<file path="src/rtl/core/assert_macros.svh">
// Assertion macros shared by the queue and back-end modules of the ray marcher.
`ifndef ASSERT_MACROS_SVH
`define ASSERT_MACROS_SVH
`ifndef SYNTHESIS
`define ASSERT_RST(lbl, clk, rst_n, prop) \
	lbl: assert property (@(posedge clk) disable iff (!rst_n) prop) \
		else $error("assertion failed");
`define ASSERT_ALWAYS(lbl, clk, prop) \
	lbl: assert property (@(posedge clk) prop) \
		else $error("assertion failed");
`else
`define ASSERT_RST(lbl, clk, rst_n, prop)
`define ASSERT_ALWAYS(lbl, clk, prop)
`endif
`endif

</file>
<file path="src/rtl/core/rmco_pkg.sv">
// Shared types, constants and elaboration-time direction math of the ray marcher.
`timescale 1ns / 1ps
`default_nettype none

package rmco_pkg;

	localparam int COORD_W   = 12;
	localparam int RAD_W     = 11;
	localparam int IDX_W     = 7;
	localparam int REG_IDX_W = 3;
	localparam int MQ_DEPTH  = 2;
	localparam int OQ_DEPTH  = 4;

	localparam logic [COORD_W-1:0] LIGHT_X_RST  = 12'd500;
	localparam logic [COORD_W-1:0] LIGHT_Y_RST  = 12'd200;
	localparam logic [COORD_W-1:0] OBS_X_RST    = 12'd300;
	localparam logic [COORD_W-1:0] OBS_Y_RST    = 12'd300;
	localparam logic [RAD_W-1:0]   OBS_R_RST    = 11'd75;
	localparam logic [COORD_W-1:0] SCREEN_W_RST = 12'd1200;
	localparam logic [COORD_W-1:0] SCREEN_H_RST = 12'd900;

	localparam logic [63:0] ONE_Q60     = 64'h1000_0000_0000_0000;
	localparam logic [63:0] HALF_PI_Q60 = 64'h1921_FB54_442D_1846;

	typedef enum logic {
		CMD_START = 1'b0,
		CMD_STEP  = 1'b1
	} cmd_t;

	typedef enum logic [REG_IDX_W-1:0] {
		REG_LIGHT_X  = 3'd0,
		REG_LIGHT_Y  = 3'd1,
		REG_OBS_X    = 3'd2,
		REG_OBS_Y    = 3'd3,
		REG_OBS_R    = 3'd4,
		REG_SCREEN_W = 3'd5,
		REG_SCREEN_H = 3'd6
	} reg_idx_t;

	typedef struct packed {
		logic [COORD_W-1:0] light_x;
		logic [COORD_W-1:0] light_y;
		logic [COORD_W-1:0] obstacle_x;
		logic [COORD_W-1:0] obstacle_y;
		logic [RAD_W-1:0]   obstacle_radius;
		logic [COORD_W-1:0] screen_width;
		logic [COORD_W-1:0] screen_height;
	} cfg_t;

	typedef struct packed {
		cmd_t               cmd;
		logic [IDX_W-1:0]   ray_index;
		logic [COORD_W-1:0] light_x;
		logic [COORD_W-1:0] light_y;
	} mq_entry_t;

	typedef struct packed {
		logic               pixel_valid;
		logic [COORD_W-1:0] x_pixel;
		logic [COORD_W-1:0] y_pixel;
		logic               ray_done;
		logic               hit_obstacle;
	} result_t;

	// Restoring long division, quotient in the upper half and remainder in the lower half.
	function automatic logic [127:0] udivmod(input logic [63:0] num, input logic [63:0] den);
		logic [64:0] rem;
		logic [63:0] quo;
		rem = '0;
		quo = '0;
		for (int i = 63; i >= 0; i--) begin
			rem = {rem[63:0], num[i]};
			if (rem >= {1'b0, den}) begin
				rem    = rem - {1'b0, den};
				quo[i] = 1'b1;
			end
		end
		return {quo, rem[63:0]};
	endfunction

	function automatic logic [63:0] mul_q60(input logic [63:0] a, input logic [63:0] b);
		logic [127:0] p;
		p = {64'd0, a} * {64'd0, b};
		return p[123:60];
	endfunction

	// Taylor series of cos or sin for an angle of at most pi/4, Q60 in and out.
	function automatic logic [63:0] series_q60(input logic [63:0] x, input logic want_sin);
		logic [63:0]  x2;
		logic [63:0]  term;
		logic [63:0]  sum;
		logic [63:0]  dv;
		logic [127:0] qr;
		x2   = mul_q60(x, x);
		term = want_sin ? x : ONE_Q60;
		sum  = term;
		for (int k = 2; k < 64 && term != 64'd0; k += 2) begin
			dv   = want_sin ? 64'(k * (k + 1)) : 64'((k - 1) * k);
			qr   = udivmod(mul_q60(term, x2), dv);
			term = qr[127:64];
			if (k[1])
				sum = sum - term;
			else
				sum = sum + term;
		end
		return sum;
	endfunction

	// Round a Q60 value to frac fraction bits, half away from zero.
	function automatic logic [63:0] round_frac(input logic [63:0] v, input int frac);
		logic [63:0] m;
		logic [63:0] r;
		m = v[63] ? (64'd0 - v) : v;
		r = (m + (64'd1 << (60 - frac - 1))) >> (60 - frac);
		return v[63] ? (64'd0 - r) : r;
	endfunction

	// Unit direction of a ray index as {dir_x, dir_y}, each a 64-bit two's complement value.
	function automatic logic [127:0] ray_dir(input int rays, input int frac, input int index);
		logic [127:0] qr;
		logic [63:0]  idx;
		logic [63:0]  quad;
		logic [63:0]  n;
		logic [63:0]  an;
		logic [63:0]  q;
		logic [63:0]  rm;
		logic [63:0]  r;
		logic [63:0]  c;
		logic [63:0]  s;
		logic [63:0]  cx;
		logic [63:0]  sy;
		qr   = udivmod(64'(index), 64'(rays));
		idx  = qr[63:0];
		qr   = udivmod((idx << 3) + 64'(rays), 64'(2 * rays));
		quad = qr[127:64];
		n    = (idx << 2) - quad * 64'(rays);
		an   = n[63] ? (64'd0 - n) : n;
		qr   = udivmod(HALF_PI_Q60, 64'(rays));
		q    = qr[127:64];
		rm   = qr[63:0];
		qr   = udivmod(an * rm, 64'(rays));
		r    = an * q + qr[127:64];
		c    = series_q60(r, 1'b0);
		s    = series_q60(r, 1'b1);
		if (n[63])
			s = 64'd0 - s;
		unique case (quad[1:0])
			2'd0: begin
				cx = c;
				sy = s;
			end
			2'd1: begin
				cx = 64'd0 - s;
				sy = c;
			end
			2'd2: begin
				cx = 64'd0 - c;
				sy = 64'd0 - s;
			end
			default: begin
				cx = s;
				sy = 64'd0 - c;
			end
		endcase
		return {round_frac(cx, frac), round_frac(sy, frac)};
	endfunction

endpackage

`default_nettype wire

</file>
<file path="src/rtl/core/rmco_queue.sv">
// Small synchronous FIFO in flip-flops with full and empty decoded from a registered count.
`timescale 1ns / 1ps
`default_nettype none
`include "assert_macros.svh"

module rmco_queue #(
	parameter int WIDTH = 8,
	parameter int DEPTH = 4
) (
	input  logic             clk,
	input  logic             arst_n,
	input  logic             push,
	input  logic [WIDTH-1:0] wr_data,
	output logic             full,
	input  logic             pop,
	output logic [WIDTH-1:0] rd_data,
	output logic             empty
);

	localparam int AW = $clog2(DEPTH);
	localparam int CW = $clog2(DEPTH + 1);

	logic [WIDTH-1:0] mem_q [DEPTH];
	logic [AW-1:0]    wr_ptr_q;
	logic [AW-1:0]    rd_ptr_q;
	logic [CW-1:0]    cnt_q;
	logic             push_ok;
	logic             pop_ok;

	assign full    = (cnt_q == CW'(DEPTH));
	assign empty   = (cnt_q == '0);
	assign push_ok = push && !full;
	assign pop_ok  = pop && !empty;
	assign rd_data = mem_q[rd_ptr_q];

	always_ff @(posedge clk or negedge arst_n) begin
		if (!arst_n) begin
			wr_ptr_q <= '0;
			rd_ptr_q <= '0;
			cnt_q    <= '0;
		end else begin
			if (push_ok)
				wr_ptr_q <= wr_ptr_q + AW'(1);
			if (pop_ok)
				rd_ptr_q <= rd_ptr_q + AW'(1);
			cnt_q <= cnt_q + CW'(push_ok) - CW'(pop_ok);
		end
	end

	always_ff @(posedge clk) begin
		if (push_ok)
			mem_q[wr_ptr_q] <= wr_data;
	end

	`ASSERT_RST(a_cnt_bound, clk, arst_n, cnt_q <= CW'(DEPTH))
	`ASSERT_RST(a_ptr_cnt, clk, arst_n, (wr_ptr_q - rd_ptr_q) == cnt_q[AW-1:0])
	`ASSERT_RST(a_no_overrun, clk, arst_n, (push && full && !pop) |=> $stable(cnt_q))

endmodule

`default_nettype wire

</file>
<file path="src/rtl/core/rmco_front.sv">
// Front end: configuration registers and classification of incoming commands.
`timescale 1ns / 1ps
`default_nettype none

module rmco_front import rmco_pkg::*; (
	input  logic                 clk,
	input  logic                 arst_n,
	input  logic                 cfg_valid,
	output logic                 cfg_ready,
	input  logic [REG_IDX_W-1:0] cfg_index,
	input  logic [COORD_W-1:0]   cfg_data,
	input  logic                 command,
	input  logic [IDX_W-1:0]     ray_index,
	output mq_entry_t            entry,
	output cfg_t                 cfg
);

	cfg_t cfg_q;
	logic cfg_wr;

	assign cfg_ready = 1'b1;
	assign cfg_wr    = cfg_valid && cfg_ready;
	assign cfg       = cfg_q;

	always_ff @(posedge clk or negedge arst_n) begin
		if (!arst_n) begin
			cfg_q.light_x         <= LIGHT_X_RST;
			cfg_q.light_y         <= LIGHT_Y_RST;
			cfg_q.obstacle_x      <= OBS_X_RST;
			cfg_q.obstacle_y      <= OBS_Y_RST;
			cfg_q.obstacle_radius <= OBS_R_RST;
			cfg_q.screen_width    <= SCREEN_W_RST;
			cfg_q.screen_height   <= SCREEN_H_RST;
		end else if (cfg_wr) begin
			unique case (reg_idx_t'(cfg_index))
				REG_LIGHT_X:  cfg_q.light_x         <= cfg_data;
				REG_LIGHT_Y:  cfg_q.light_y         <= cfg_data;
				REG_OBS_X:    cfg_q.obstacle_x      <= cfg_data;
				REG_OBS_Y:    cfg_q.obstacle_y      <= cfg_data;
				REG_OBS_R:    cfg_q.obstacle_radius <= cfg_data[RAD_W-1:0];
				REG_SCREEN_W: cfg_q.screen_width    <= cfg_data;
				REG_SCREEN_H: cfg_q.screen_height   <= cfg_data;
				default: ;
			endcase
		end
	end

	// A start takes the light position along with it; a step carries its kind and index.
	always_comb begin
		entry.cmd       = cmd_t'(command);
		entry.ray_index = ray_index;
		if (cmd_t'(command) == CMD_START) begin
			entry.light_x = cfg_q.light_x;
			entry.light_y = cfg_q.light_y;
		end else begin
			entry.light_x = '0;
			entry.light_y = '0;
		end
	end

endmodule

`default_nettype wire

</file>
<file path="src/rtl/core/rmco_back.sv">
// Back end: marching position, distance squares, obstacle and screen tests, result build.
`timescale 1ns / 1ps
`default_nettype none
`include "assert_macros.svh"

module rmco_back import rmco_pkg::*; #(
	parameter int RAYS      = 128,
	parameter int FRAC_BITS = 16
) (
	input  logic      clk,
	input  logic      arst_n,
	input  mq_entry_t head,
	input  logic      mq_empty,
	output logic      mq_pop,
	input  cfg_t      cfg,
	output result_t   res,
	output logic      oq_push,
	input  logic      oq_full
);

	localparam int DW    = FRAC_BITS + 2;
	localparam int PW    = FRAC_BITS + COORD_W + 2;
	localparam int AW    = FRAC_BITS + COORD_W + 1;
	localparam int SQW   = 2 * AW;
	localparam int RSW   = 2 * RAD_W;
	localparam int TAB_N = 2 ** IDX_W;

	logic signed [DW-1:0] tab_x [TAB_N];
	logic signed [DW-1:0] tab_y [TAB_N];

	for (genvar g = 0; g < TAB_N; g++) begin : g_tab
		localparam logic [127:0] Dir = ray_dir(RAYS, FRAC_BITS, g);
		assign tab_x[g] = Dir[64 +: DW];
		assign tab_y[g] = Dir[0 +: DW];
	end

	logic                 en;
	logic                 fire;
	logic signed [PW-1:0] pos_x_q;
	logic signed [PW-1:0] pos_y_q;
	logic signed [DW-1:0] dir_x_q;
	logic signed [DW-1:0] dir_y_q;
	logic                 v_s1;
	logic                 v_s2;
	logic                 v_s3;
	cmd_t                 cmd_s1;
	cmd_t                 cmd_s2;
	cmd_t                 cmd_s3;
	logic [AW-1:0]        dx_s2;
	logic [AW-1:0]        dy_s2;
	logic                 off_s2;
	logic                 off_s3;
	logic [COORD_W-1:0]   px_s2;
	logic [COORD_W-1:0]   py_s2;
	logic [COORD_W-1:0]   px_s3;
	logic [COORD_W-1:0]   py_s3;
	logic [SQW-1:0]       sqx_s3;
	logic [SQW-1:0]       sqy_s3;
	logic [RSW-1:0]       rsq_q;
	logic                 active_q;
	logic [PW-1:0]        mag_x;
	logic [PW-1:0]        mag_y;
	logic                 off_c;
	logic [SQW:0]         sum_sq;
	logic [SQW:0]         rad_sq;
	logic                 hit;

	function automatic logic [COORD_W-1:0] trunc_pix(input logic signed [PW-1:0] p);
		logic [PW-1:0]      m;
		logic [COORD_W-1:0] t;
		m = p[PW-1] ? (PW'(0) - p) : p;
		t = m[FRAC_BITS +: COORD_W];
		return p[PW-1] ? (COORD_W'(0) - t) : t;
	endfunction

	function automatic logic [PW-1:0] abs_diff(input logic signed [PW-1:0] p,
			input logic [COORD_W-1:0] c);
		logic signed [PW-1:0] d;
		d = p - $signed({2'b00, c, {FRAC_BITS{1'b0}}});
		return d[PW-1] ? (PW'(0) - d) : d;
	endfunction

	// The whole pipeline moves together; it holds only when a finished result cannot leave.
	assign en      = !(v_s3 && oq_full);
	assign fire    = en && !mq_empty;
	assign mq_pop  = fire;
	assign oq_push = v_s3 && !oq_full;

	// Stage one: the ray state itself. A start reloads it, a step adds the direction.
	always_ff @(posedge clk or negedge arst_n) begin
		if (!arst_n) begin
			pos_x_q <= '0;
			pos_y_q <= '0;
			dir_x_q <= '0;
			dir_y_q <= '0;
		end else if (fire) begin
			if (head.cmd == CMD_START) begin
				pos_x_q <= $signed({2'b00, head.light_x, {FRAC_BITS{1'b0}}});
				pos_y_q <= $signed({2'b00, head.light_y, {FRAC_BITS{1'b0}}});
				dir_x_q <= tab_x[head.ray_index];
				dir_y_q <= tab_y[head.ray_index];
			end else begin
				pos_x_q <= pos_x_q + {{(PW-DW){dir_x_q[DW-1]}}, dir_x_q};
				pos_y_q <= pos_y_q + {{(PW-DW){dir_y_q[DW-1]}}, dir_y_q};
			end
		end
	end

	always_ff @(posedge clk or negedge arst_n) begin
		if (!arst_n) begin
			v_s1 <= 1'b0;
			v_s2 <= 1'b0;
			v_s3 <= 1'b0;
		end else if (en) begin
			v_s1 <= fire;
			v_s2 <= v_s1;
			v_s3 <= v_s2;
		end
	end

	always_comb begin
		mag_x = abs_diff(pos_x_q, cfg.obstacle_x);
		mag_y = abs_diff(pos_y_q, cfg.obstacle_y);
		off_c = pos_x_q[PW-1] || pos_y_q[PW-1]
			|| (pos_x_q > $signed({2'b00, cfg.screen_width, {FRAC_BITS{1'b0}}}))
			|| (pos_y_q > $signed({2'b00, cfg.screen_height, {FRAC_BITS{1'b0}}}));
	end

	always_ff @(posedge clk) begin
		rsq_q <= cfg.obstacle_radius * cfg.obstacle_radius;
		if (en) begin
			cmd_s1 <= head.cmd;
			cmd_s2 <= cmd_s1;
			dx_s2  <= mag_x[AW-1:0];
			dy_s2  <= mag_y[AW-1:0];
			off_s2 <= off_c;
			px_s2  <= trunc_pix(pos_x_q);
			py_s2  <= trunc_pix(pos_y_q);
			cmd_s3 <= cmd_s2;
			sqx_s3 <= dx_s2 * dx_s2;
			sqy_s3 <= dy_s2 * dy_s2;
			off_s3 <= off_s2;
			px_s3  <= px_s2;
			py_s3  <= py_s2;
		end
	end

	// Stage three output: strictly inside the circle when the squared distance is below r^2.
	always_comb begin
		sum_sq = {1'b0, sqx_s3} + {1'b0, sqy_s3};
		rad_sq = {{(SQW + 1 - RSW - 2 * FRAC_BITS){1'b0}}, rsq_q, {(2 * FRAC_BITS){1'b0}}};
		hit    = sum_sq < rad_sq;
	end

	always_comb begin
		res = '0;
		if (cmd_s3 == CMD_STEP) begin
			if (active_q) begin
				res.pixel_valid  = 1'b1;
				res.x_pixel      = px_s3;
				res.y_pixel      = py_s3;
				res.ray_done     = hit || off_s3;
				res.hit_obstacle = hit;
			end else begin
				res.ray_done = 1'b1;
			end
		end
	end

	// The ray is known to be alive only here, so steps that followed a final one
	// come out as idle steps.
	always_ff @(posedge clk or negedge arst_n) begin
		if (!arst_n) begin
			active_q <= 1'b0;
		end else if (oq_push) begin
			if (cmd_s3 == CMD_START)
				active_q <= 1'b1;
			else if (res.ray_done)
				active_q <= 1'b0;
		end
	end

	`ASSERT_RST(a_hit_ends_ray, clk, arst_n, (oq_push && res.hit_obstacle) |=> !active_q)
	`ASSERT_RST(a_idle_fields, clk, arst_n, (oq_push && !res.pixel_valid) |-> (res.x_pixel == '0 && res.y_pixel == '0 && !res.hit_obstacle))
	`ASSERT_RST(a_stall_holds, clk, arst_n, !en |=> (v_s3 && $stable(sqx_s3) && $stable(px_s3)))

endmodule

`default_nettype wire

</file>
<file path="src/rtl/core/ray_march_circle_occlusion.sv">
// Top level of the 2D light ray marcher with one circular obstacle.
//
// Input side is a queue: an item (command, ray_index) is taken at a clock edge with
// push high and full low. A start command loads the light position and the unit
// direction of the chosen angle; a step command advances the ray by one direction
// vector. Every item gives exactly one result.
// Result side is also a queue: while empty is low the oldest result sits on
// pixel_valid, x_pixel, y_pixel, ray_done and hit_obstacle, and it leaves at an edge
// with pop high. A step ends the ray when it lands strictly inside the circle or
// outside the screen; steps with no live ray come back with only ray_done set.
// Configuration writes use cfg_valid/cfg_ready (always ready) with cfg_index and
// cfg_data; the user must make them only while no item is in flight, which the
// block does not enforce. Throughput is one item per cycle while the result queue
// has room, set by the position add that feeds back on itself.
// If pop stays low, up to four results wait in the result queue, three more sit in
// the pipeline and two in the command queue before full rises; nothing is lost.
// Reset clears both queues, returns the configuration registers to their defaults
// and leaves no ray active; the block can take items as soon as reset is released.
`timescale 1ns / 1ps
`default_nettype none

module ray_march_circle_occlusion import rmco_pkg::*; #(
	parameter int RAYS      = 128,
	parameter int FRAC_BITS = 16
) (
	input  logic                 clk,
	input  logic                 arst_n,
	input  logic                 push,
	output logic                 full,
	input  logic                 command,
	input  logic [IDX_W-1:0]     ray_index,
	output logic                 empty,
	input  logic                 pop,
	output logic                 pixel_valid,
	output logic [COORD_W-1:0]   x_pixel,
	output logic [COORD_W-1:0]   y_pixel,
	output logic                 ray_done,
	output logic                 hit_obstacle,
	input  logic                 cfg_valid,
	output logic                 cfg_ready,
	input  logic [REG_IDX_W-1:0] cfg_index,
	input  logic [COORD_W-1:0]   cfg_data
);

	localparam int MQ_W = $bits(mq_entry_t);
	localparam int OQ_W = $bits(result_t);

	mq_entry_t       entry;
	mq_entry_t       mq_head;
	logic [MQ_W-1:0] mq_head_bits;
	logic            mq_empty;
	logic            mq_pop;
	cfg_t            cfg;
	result_t         res;
	result_t         oq_head;
	logic [OQ_W-1:0] oq_head_bits;
	logic            oq_push;
	logic            oq_full;

	rmco_front u_front (
		.clk       (clk),
		.arst_n    (arst_n),
		.cfg_valid (cfg_valid),
		.cfg_ready (cfg_ready),
		.cfg_index (cfg_index),
		.cfg_data  (cfg_data),
		.command   (command),
		.ray_index (ray_index),
		.entry     (entry),
		.cfg       (cfg)
	);

	// Commands wait here so that the front can keep taking items while the back stalls.
	rmco_queue #(
		.WIDTH (MQ_W),
		.DEPTH (MQ_DEPTH)
	) u_cmd_q (
		.clk     (clk),
		.arst_n  (arst_n),
		.push    (push),
		.wr_data (MQ_W'(entry)),
		.full    (full),
		.pop     (mq_pop),
		.rd_data (mq_head_bits),
		.empty   (mq_empty)
	);

	assign mq_head = mq_entry_t'(mq_head_bits);

	rmco_back #(
		.RAYS      (RAYS),
		.FRAC_BITS (FRAC_BITS)
	) u_back (
		.clk      (clk),
		.arst_n   (arst_n),
		.head     (mq_head),
		.mq_empty (mq_empty),
		.mq_pop   (mq_pop),
		.cfg      (cfg),
		.res      (res),
		.oq_push  (oq_push),
		.oq_full  (oq_full)
	);

	// Finished results; this register stage parts the consumer from the pipeline.
	rmco_queue #(
		.WIDTH (OQ_W),
		.DEPTH (OQ_DEPTH)
	) u_res_q (
		.clk     (clk),
		.arst_n  (arst_n),
		.push    (oq_push),
		.wr_data (OQ_W'(res)),
		.full    (oq_full),
		.pop     (pop),
		.rd_data (oq_head_bits),
		.empty   (empty)
	);

	assign oq_head      = result_t'(oq_head_bits);
	assign pixel_valid  = oq_head.pixel_valid;
	assign x_pixel      = oq_head.x_pixel;
	assign y_pixel      = oq_head.y_pixel;
	assign ray_done     = oq_head.ray_done;
	assign hit_obstacle = oq_head.hit_obstacle;

endmodule

`default_nettype wire

</file>
<file path="config.mk">
export PLATFORM = sky130hd
export DESIGN_NAME = ray_march_circle_occlusion
export DESIGN_NICKNAME = d
export VERILOG_FILES = /design/src/rtl/core/rmco_pkg.sv /design/src/rtl/core/rmco_queue.sv /design/src/rtl/core/rmco_front.sv /design/src/rtl/core/rmco_back.sv /design/src/rtl/core/ray_march_circle_occlusion.sv
export VERILOG_INCLUDE_DIRS = /design/src /design/src/rtl/core
export SDC_FILE = /design/constraint.sdc
export NUM_CORES = 2
export LEC_CHECK = 0
export BUFFER_PORTS_ARGS = -buffer_cell sky130_fd_sc_hd__buf_4
export CAP_MARGIN = 30
export CORE_MARGIN = 4
export CORE_UTILIZATION = 45
export DETAILED_ROUTE_END_ITERATION = 12
export PLACE_DENSITY_LB_ADDON = 0.25
export SLEW_MARGIN = 20
export SYNTH_ARGS = -nofsm -noshare
export SYNTH_HDL_FRONTEND = slang
export SYNTH_SLANG_ARGS = --single-unit
</file>
<file path="constraint.sdc">
create_clock -name clk -period 22.4 [get_ports clk]
set_input_delay 1.12 -clock clk [delete_from_list [all_inputs] [get_ports clk]]
set_output_delay 1.12 -clock clk [all_outputs]
set_load 0.02 [all_outputs]
</file>
; ---- Yosys cells after proc, flatten, opt, wreduce, memory -nomap -nowiden
; Memories as Yosys holds them, arrays and structs flattened. A register that Yosys moved wholly into a read port is not among the register bits.
; Cells that the tools add are included.
; Widths: inputs -> output; s select.
[classes]
magnitude_cmp = 3
div_mod_pow = 0
addsub = 19
n_bitwise = 2
n_mul = 3
reduce_logical = 30
shifts = 0
eq_ne = 9
n_mux = 19
[ops]
columns = cell, n
row1 = $mul 29x29->58, 2
row2 = $add 30x30->30, 2
row3 = $gt 30x29->1, 2
row4 = $mux 30, 2
row5 = $sub 30x29->30, 2
row6 = $add 58x58->59, 1
row7 = $lt 59x54->1, 1
row8 = $mux 29, 2
row9 = $sub 1x29->29 const A, 2
row10 = $mux 28, 2
row11 = $sub 1x28->28 const A, 2
row12 = $mux 27, 1
row13 = $mux 25, 1
row14 = $mux 12, 2
row15 = $mux 24, 1
row16 = $sub 1x12->12 const A, 2
row17 = $mul 11x11->22, 1
row18 = $reduce_and 2->1, 9
row19 = $eq 3x3->1 const B, 4
row20 = $mux 1, 8
row21 = $not 7->8, 1
row22 = $logic_and 1x1->1, 7
row23 = $logic_not 1->1, 7
row24 = $eq 3x2->1 const B, 2
row25 = 13 further kinds, 19
[totals]
mem_bits_rw = 172
output_inout_bits = 30
n_memories = 4
regBits = 407
elab_cells = 122
input_bits = 28
romBits = 4608
latch_bits = 0
[memory_table]
columns = memory, depth, word_bits, read_ports, rd_ports_with_merged_regs, wr, line_no
row1 = (name not given), 128, 18, 1, 1, 0, rmco_back.sv:101  ; dir_y_q <= tab_y[head.ray_index];
row2 = (name not given), 128, 18, 1, 1, 0, rmco_back.sv:100  ; dir_x_q <= tab_x[head.ray_index];
row3 = u_res_q.mem_q, 4, 27, 1, 0, 1, rmco_queue.sv:23  ; logic [WIDTH-1:0] mem_q [DEPTH];
row4 = u_cmd_q.mem_q, 2, 32, 1, 0, 1, rmco_queue.sv:23

; ---- Logic depth before layout (Yosys ltp)
[logic_depth]
ltp_word = 7
ltp_mapped = 31
mapped_depth_nobuf = 30

; ---- Cells and area by module
; Synthesis repeated with hierarchy kept, for this count alone.
[unflattened]
hier_cells = 8717
area_unflattened_um2 = 85891.1
[by_module_without_submodules]
columns = mod, n_inst, cells_each, area_each_um2, seq_area_each_um2
row1 = rmco_back, 1, 8201, 75297.2, 9619.2
row2 = rmco_queue (u_res_q), 1, 182, 4371.7, 3418.3
row3 = rmco_front, 1, 216, 3559.7, 2113.3
row4 = rmco_queue (u_cmd_q), 1, 118, 2662.6, 2021.9

; ---- Worst setup path before layout
; Ideal clock, no wire load.
[synth_timing]
kind = reg2reg
startpoint = register u_back.dx_s2[3]
endpoint = register u_back.sqx_s3[54] (data pin)
setup_ns = 0.274
path_slack_ns = 14.509
t_required_ns = 22.126
n_path_buf = 2
synth_period_minus_slack_ns = 7.891
stages_incl_launch_ff = 31
t_arrival_ns = 7.617
cell_sequence = edfxtp_1 clkbuf_1 clkbuf_1 nand2_1 inv_1 fa_1 fa_1 fa_1 inv_1 fa_1 inv_1 fa_1 inv_1 fa_1 inv_1 fa_1 inv_1 fa_1 inv_1 ha_1 a21oi_1 o21ai_0 a221o_1 a41o_1 nand4_1 o211ai_1 o21ai_0 o21ai_1 a31oi_1 mux2i_1 o2111ai_1
[synth_between]
elab_chain_len = 1
[synth_rtl]
columns = item, line_no
row1 = "start, declared", rmco_back.sv:49  ; logic [AW-1:0] dx_s2;
row2 = "start signal, assigned", rmco_back.sv:134  ; dx_s2 <= mag_x[AW-1:0];
row3 = $mul 29x29->58, rmco_back.sv:140  ; sqx_s3 <= dx_s2 * dx_s2;
row4 = "end signal, assigned", rmco_back.sv:140
row5 = "end, declared", rmco_back.sv:57  ; logic [SQW-1:0] sqx_s3;
; Every way passes these cells.
; A chain may end at the register's enable or synchronous reset.

; ---- Worst setup path after layout
[layout_timing]
startpoint = register u_back.dy_s2[6]
endpoint = register u_back.sqy_s3[56] (data pin)
[layout_between]
elab_chain_len = 1
[layout_rtl]
columns = item, line_no
row1 = "start, declared", rmco_back.sv:50  ; logic [AW-1:0] dy_s2;
row2 = "start signal, assigned", rmco_back.sv:135  ; dy_s2 <= mag_y[AW-1:0];
row3 = $mul 29x29->58, rmco_back.sv:141  ; sqy_s3 <= dy_s2 * dy_s2;
row4 = "end signal, assigned", rmco_back.sv:141
row5 = "end, declared", rmco_back.sv:58  ; logic [SQW-1:0] sqy_s3;
; Every way passes these cells.

==> impl_metrics.yaml <==
run_status:
  status: "finished, final reports clean"
cts:
  h-tree-depth: 3
  cts_tree: "done"
  clock-sinks: 610
  clock_path_buffers: 3
  cts-hold-fix-buffers: 0
  clkTransAtPathRegs_ps: 60
  cts_resized: 0
  numCtsBuffers: 72
  clockRootBuffer: "clkbuf_16"
  worstSkewPairLatency_ps: 680
  cts_setup_buffers: 0
global_routing:
  grt_util_all_layers_pct: 22.8
  antenna_found_initial: 1
  grt_pass1_wl_um: 353000
  overflow: 0
  grt_max_degree: 84
  grt_pass1_vias: 63600
synthesis:
  ys_seq_elements: 610
  syn-num-nets: 10800
  yosys.area_share.simple_pct: 11.2
  synth_fa_ha_area_share_pct: 43.7
  synth-edff-count: 395
  synthFlopType: "edfxtp_1"
  syn_area_sq_um: 84800
  synthXorXnorAreaFrac_pct: 3.66
  yosysMostFrequentCell: "inv_1"
  synth_compound_area_share_pct: 9.23
  synth_top_family_by_area: "adder cells"
  synthArstFlopShare_pct: 31.8
  synth.avg_cell_area_sq_um: 9.84
  muxShareOfSynthArea_pct: 2.21
  yosys-top-cells-area: "fa_1 32%, edfxtp_1 14%, ha_1 11%"
  ys_top_cells_by_count: "1,851 x inv_1, 1,370 x fa_1, 786 x nand2_1"
  yosys.area.top_type_share_pct: 32.4
  netlist-cell-type-count: 94
  synth_warnings: 0
  synth-seq-area-share_pct: 20.3
  synthCells: 8609
  yosys.area.top_type: "fa_1"
worst_setup_path:
  required_ps: 22830
  crit_path_start_kind: "register"
  cp.arrival_ps: 9360
  critPathKind: "reg -> reg"
  worstPathMaxFanout: 24
  endpoint_kind: "register"
die:
  io_pins: 58
  initial_core_util_pct: 45.2
  die_w_um: 442
  core-area_sq_um: 188000
  fp-row-count: 159
  die_h_um: 442
  dieArea_sq_um: 195000
routing:
  viasPerCell: 5.35
  drtAntennaViolNets: 0
  num_vias: 59100
  drt_iter0_markers: 3873
  wire_per_inst_um: 19.8
  dr.pass1.iters: 6
  wirelength_um: 219000
  route.detailed.drc: 0
timing:
  slew_viol_final: 0
  grt_setup_unrepaired: "false"
  finalHoldViolCount: 0
  worstMarginPinSlew_ps: 1060
  slew-limit-headroom_pct: 27.7
  finClkSkew_ps: 49.7
  min_period_over_period_pct: 39.9
  finalCriticalPeriod_ps: 8940
  setup_tns_ps: 0
  fmax_mhz: 112
  finalSetupViolCount: 0
place:
  place.port_buffers: 56
  place.gp.congestion: 0.910
  dp.final_hpwl_um: 171000
run:
  max-cap-violations: 0
cells_and_area:
  area_growth_pct: 6.72
  layout-drive-gt1-share_pct: 5.57
  nNetsFinal: 10700
  num-fill-cells: 17400
worst_hold_path:
  hp-class: "reg -> reg"
==> per-stage QoR <==
stage	area (sq um)	setup WS (ps)	cells	hold slack (ps)	utilization, %
2_1_floorplan	84800	14510	8609	400	-
3_3_place_gp	87900	13620	10900	402	46.8
3_5_place_dp	87900	13570	10900	405	46.9
4_1_cts	90400	13580	11100	410	48.2
5_1_grt	90400	13070	11100	415	48.2
6_report	90400	13460	11100	411	48.2
==> worst max-delay path: stages, from the launching register on <==
cell and delay (ps):
edfxtp_1 330, buf_4 360, clkinv_1 510, nor2_1 420
fa_1 510, fa_1 550, inv_1 80, fa_1 530
fa_1 520, inv_1 40, ha_1 280, fa_1 500
fa_1 430, fa_1 470, ha_1 390, nand2_1 150
o211ai_1 230, a41oi_1 200, or4_1 540, o21bai_1 520
a32oi_1 210, a211o_1 340, o21ai_0 220, o21ai_0 90
nor2b_1 140, xnor2_1 110
==> flip-flops by register name, summed over array words and instances, names as in the netlist, 30 cells and up <==
register,flops
u_front.cfg,83
u_back.sqx_s3,56
u_res_q.mem_q,108
u_cmd_q.mem_q,64
u_back.pos_x_q,30
u_back.sqy_s3,56
u_back.pos_y_q,30
==> routing by layer <==
| metal | global-route usage [%] | vias up | routed length [um] |
|---|---|---|---|
| met4 | 9.04 | 0 | 9860 |
| met5 | 0 | - | 0 |
| met2 | 39.1 | 1537 | 108000 |
| met1 | 29.6 | 29900 | 91000 |
| met3 | 2.63 | 400 | 10900 |
| li1 | - | 27300 | - |
==> kinds of logic (layout without fill, tap and decap cells) <==
kind of cell / Yosys count / count (layout)
buffers and inverters: 2188 / 2142
adders and majority gates: 2141 / 2141
xor gates and xnor gates: 354 / 354
AOI/OAI and AO/OA: 1206 / 1206
muxes: 143 / 143
and+or+nand+nor: 1966 / 1966
other: 1 / 2
DFF: 610 / 610
==> final timing paths <==
kind	from	to	slack (ps)	cells after the start
setup / recovery	u_back.dy_s2[6]$_DFFE_PN_	u_back.sqy_s3[56]$_DFFE_PN_	13460	25
hold reg to reg	u_back.py_s2[5]$_DFFE_PN_	u_back.py_s3[5]$_DFFE_PN_	410	0
min in group asynchronous	arst_n	u_back.dir_x_q[14]$_DFFE_PN0P_	510	1
setup reg to reg	u_back.dy_s2[6]$_DFFE_PN_	u_back.sqy_s3[56]$_DFFE_PN_	13460	25
hold / removal	u_back.py_s2[5]$_DFFE_PN_	u_back.py_s3[5]$_DFFE_PN_	410	0
max in group asynchronous	arst_n	u_cmd_q.rd_ptr_q$_DFFE_PN0P_	20580	2
==> layout by cell type, fill, tap and decap left out, types with 62 or more instances in the layout <==
cell       instances
a21o_1           160
a21oi_1          316
and2_1           387
buf_4            152
clkbuf_16         74
dfrtp_1          163
edfxtp_1         395
fa_1            1370
ha_1             771
inv_1           1850
mux2_2            82
nand2_1          785
nand3_1           87
nor2_1           316
nor2b_1           62
nor3_1            69
o21ai_0          263
xnor2_1          252
xor2_1           101
==> final cells by class <==
cell class | instances | area, sq um | area share [%]
antenna | 1 | 2.50 | 0.00277
inverter | 1855 | 6970 | 7.71
clock buffer | 89 | 1980 | 2.19
tap | 2495 | 3120 | 3.45
clock inverter | 43 | 546 | 0.603
sequential | 610 | 17200 | 19.0
timing repair buffer | 155 | 1200 | 1.32
multi-input combinational | 5811 | 59500 | 65.7
Power is not shown: default switching activity piles up to over one toggle a cycle in this logic, so the estimate is an artifact.
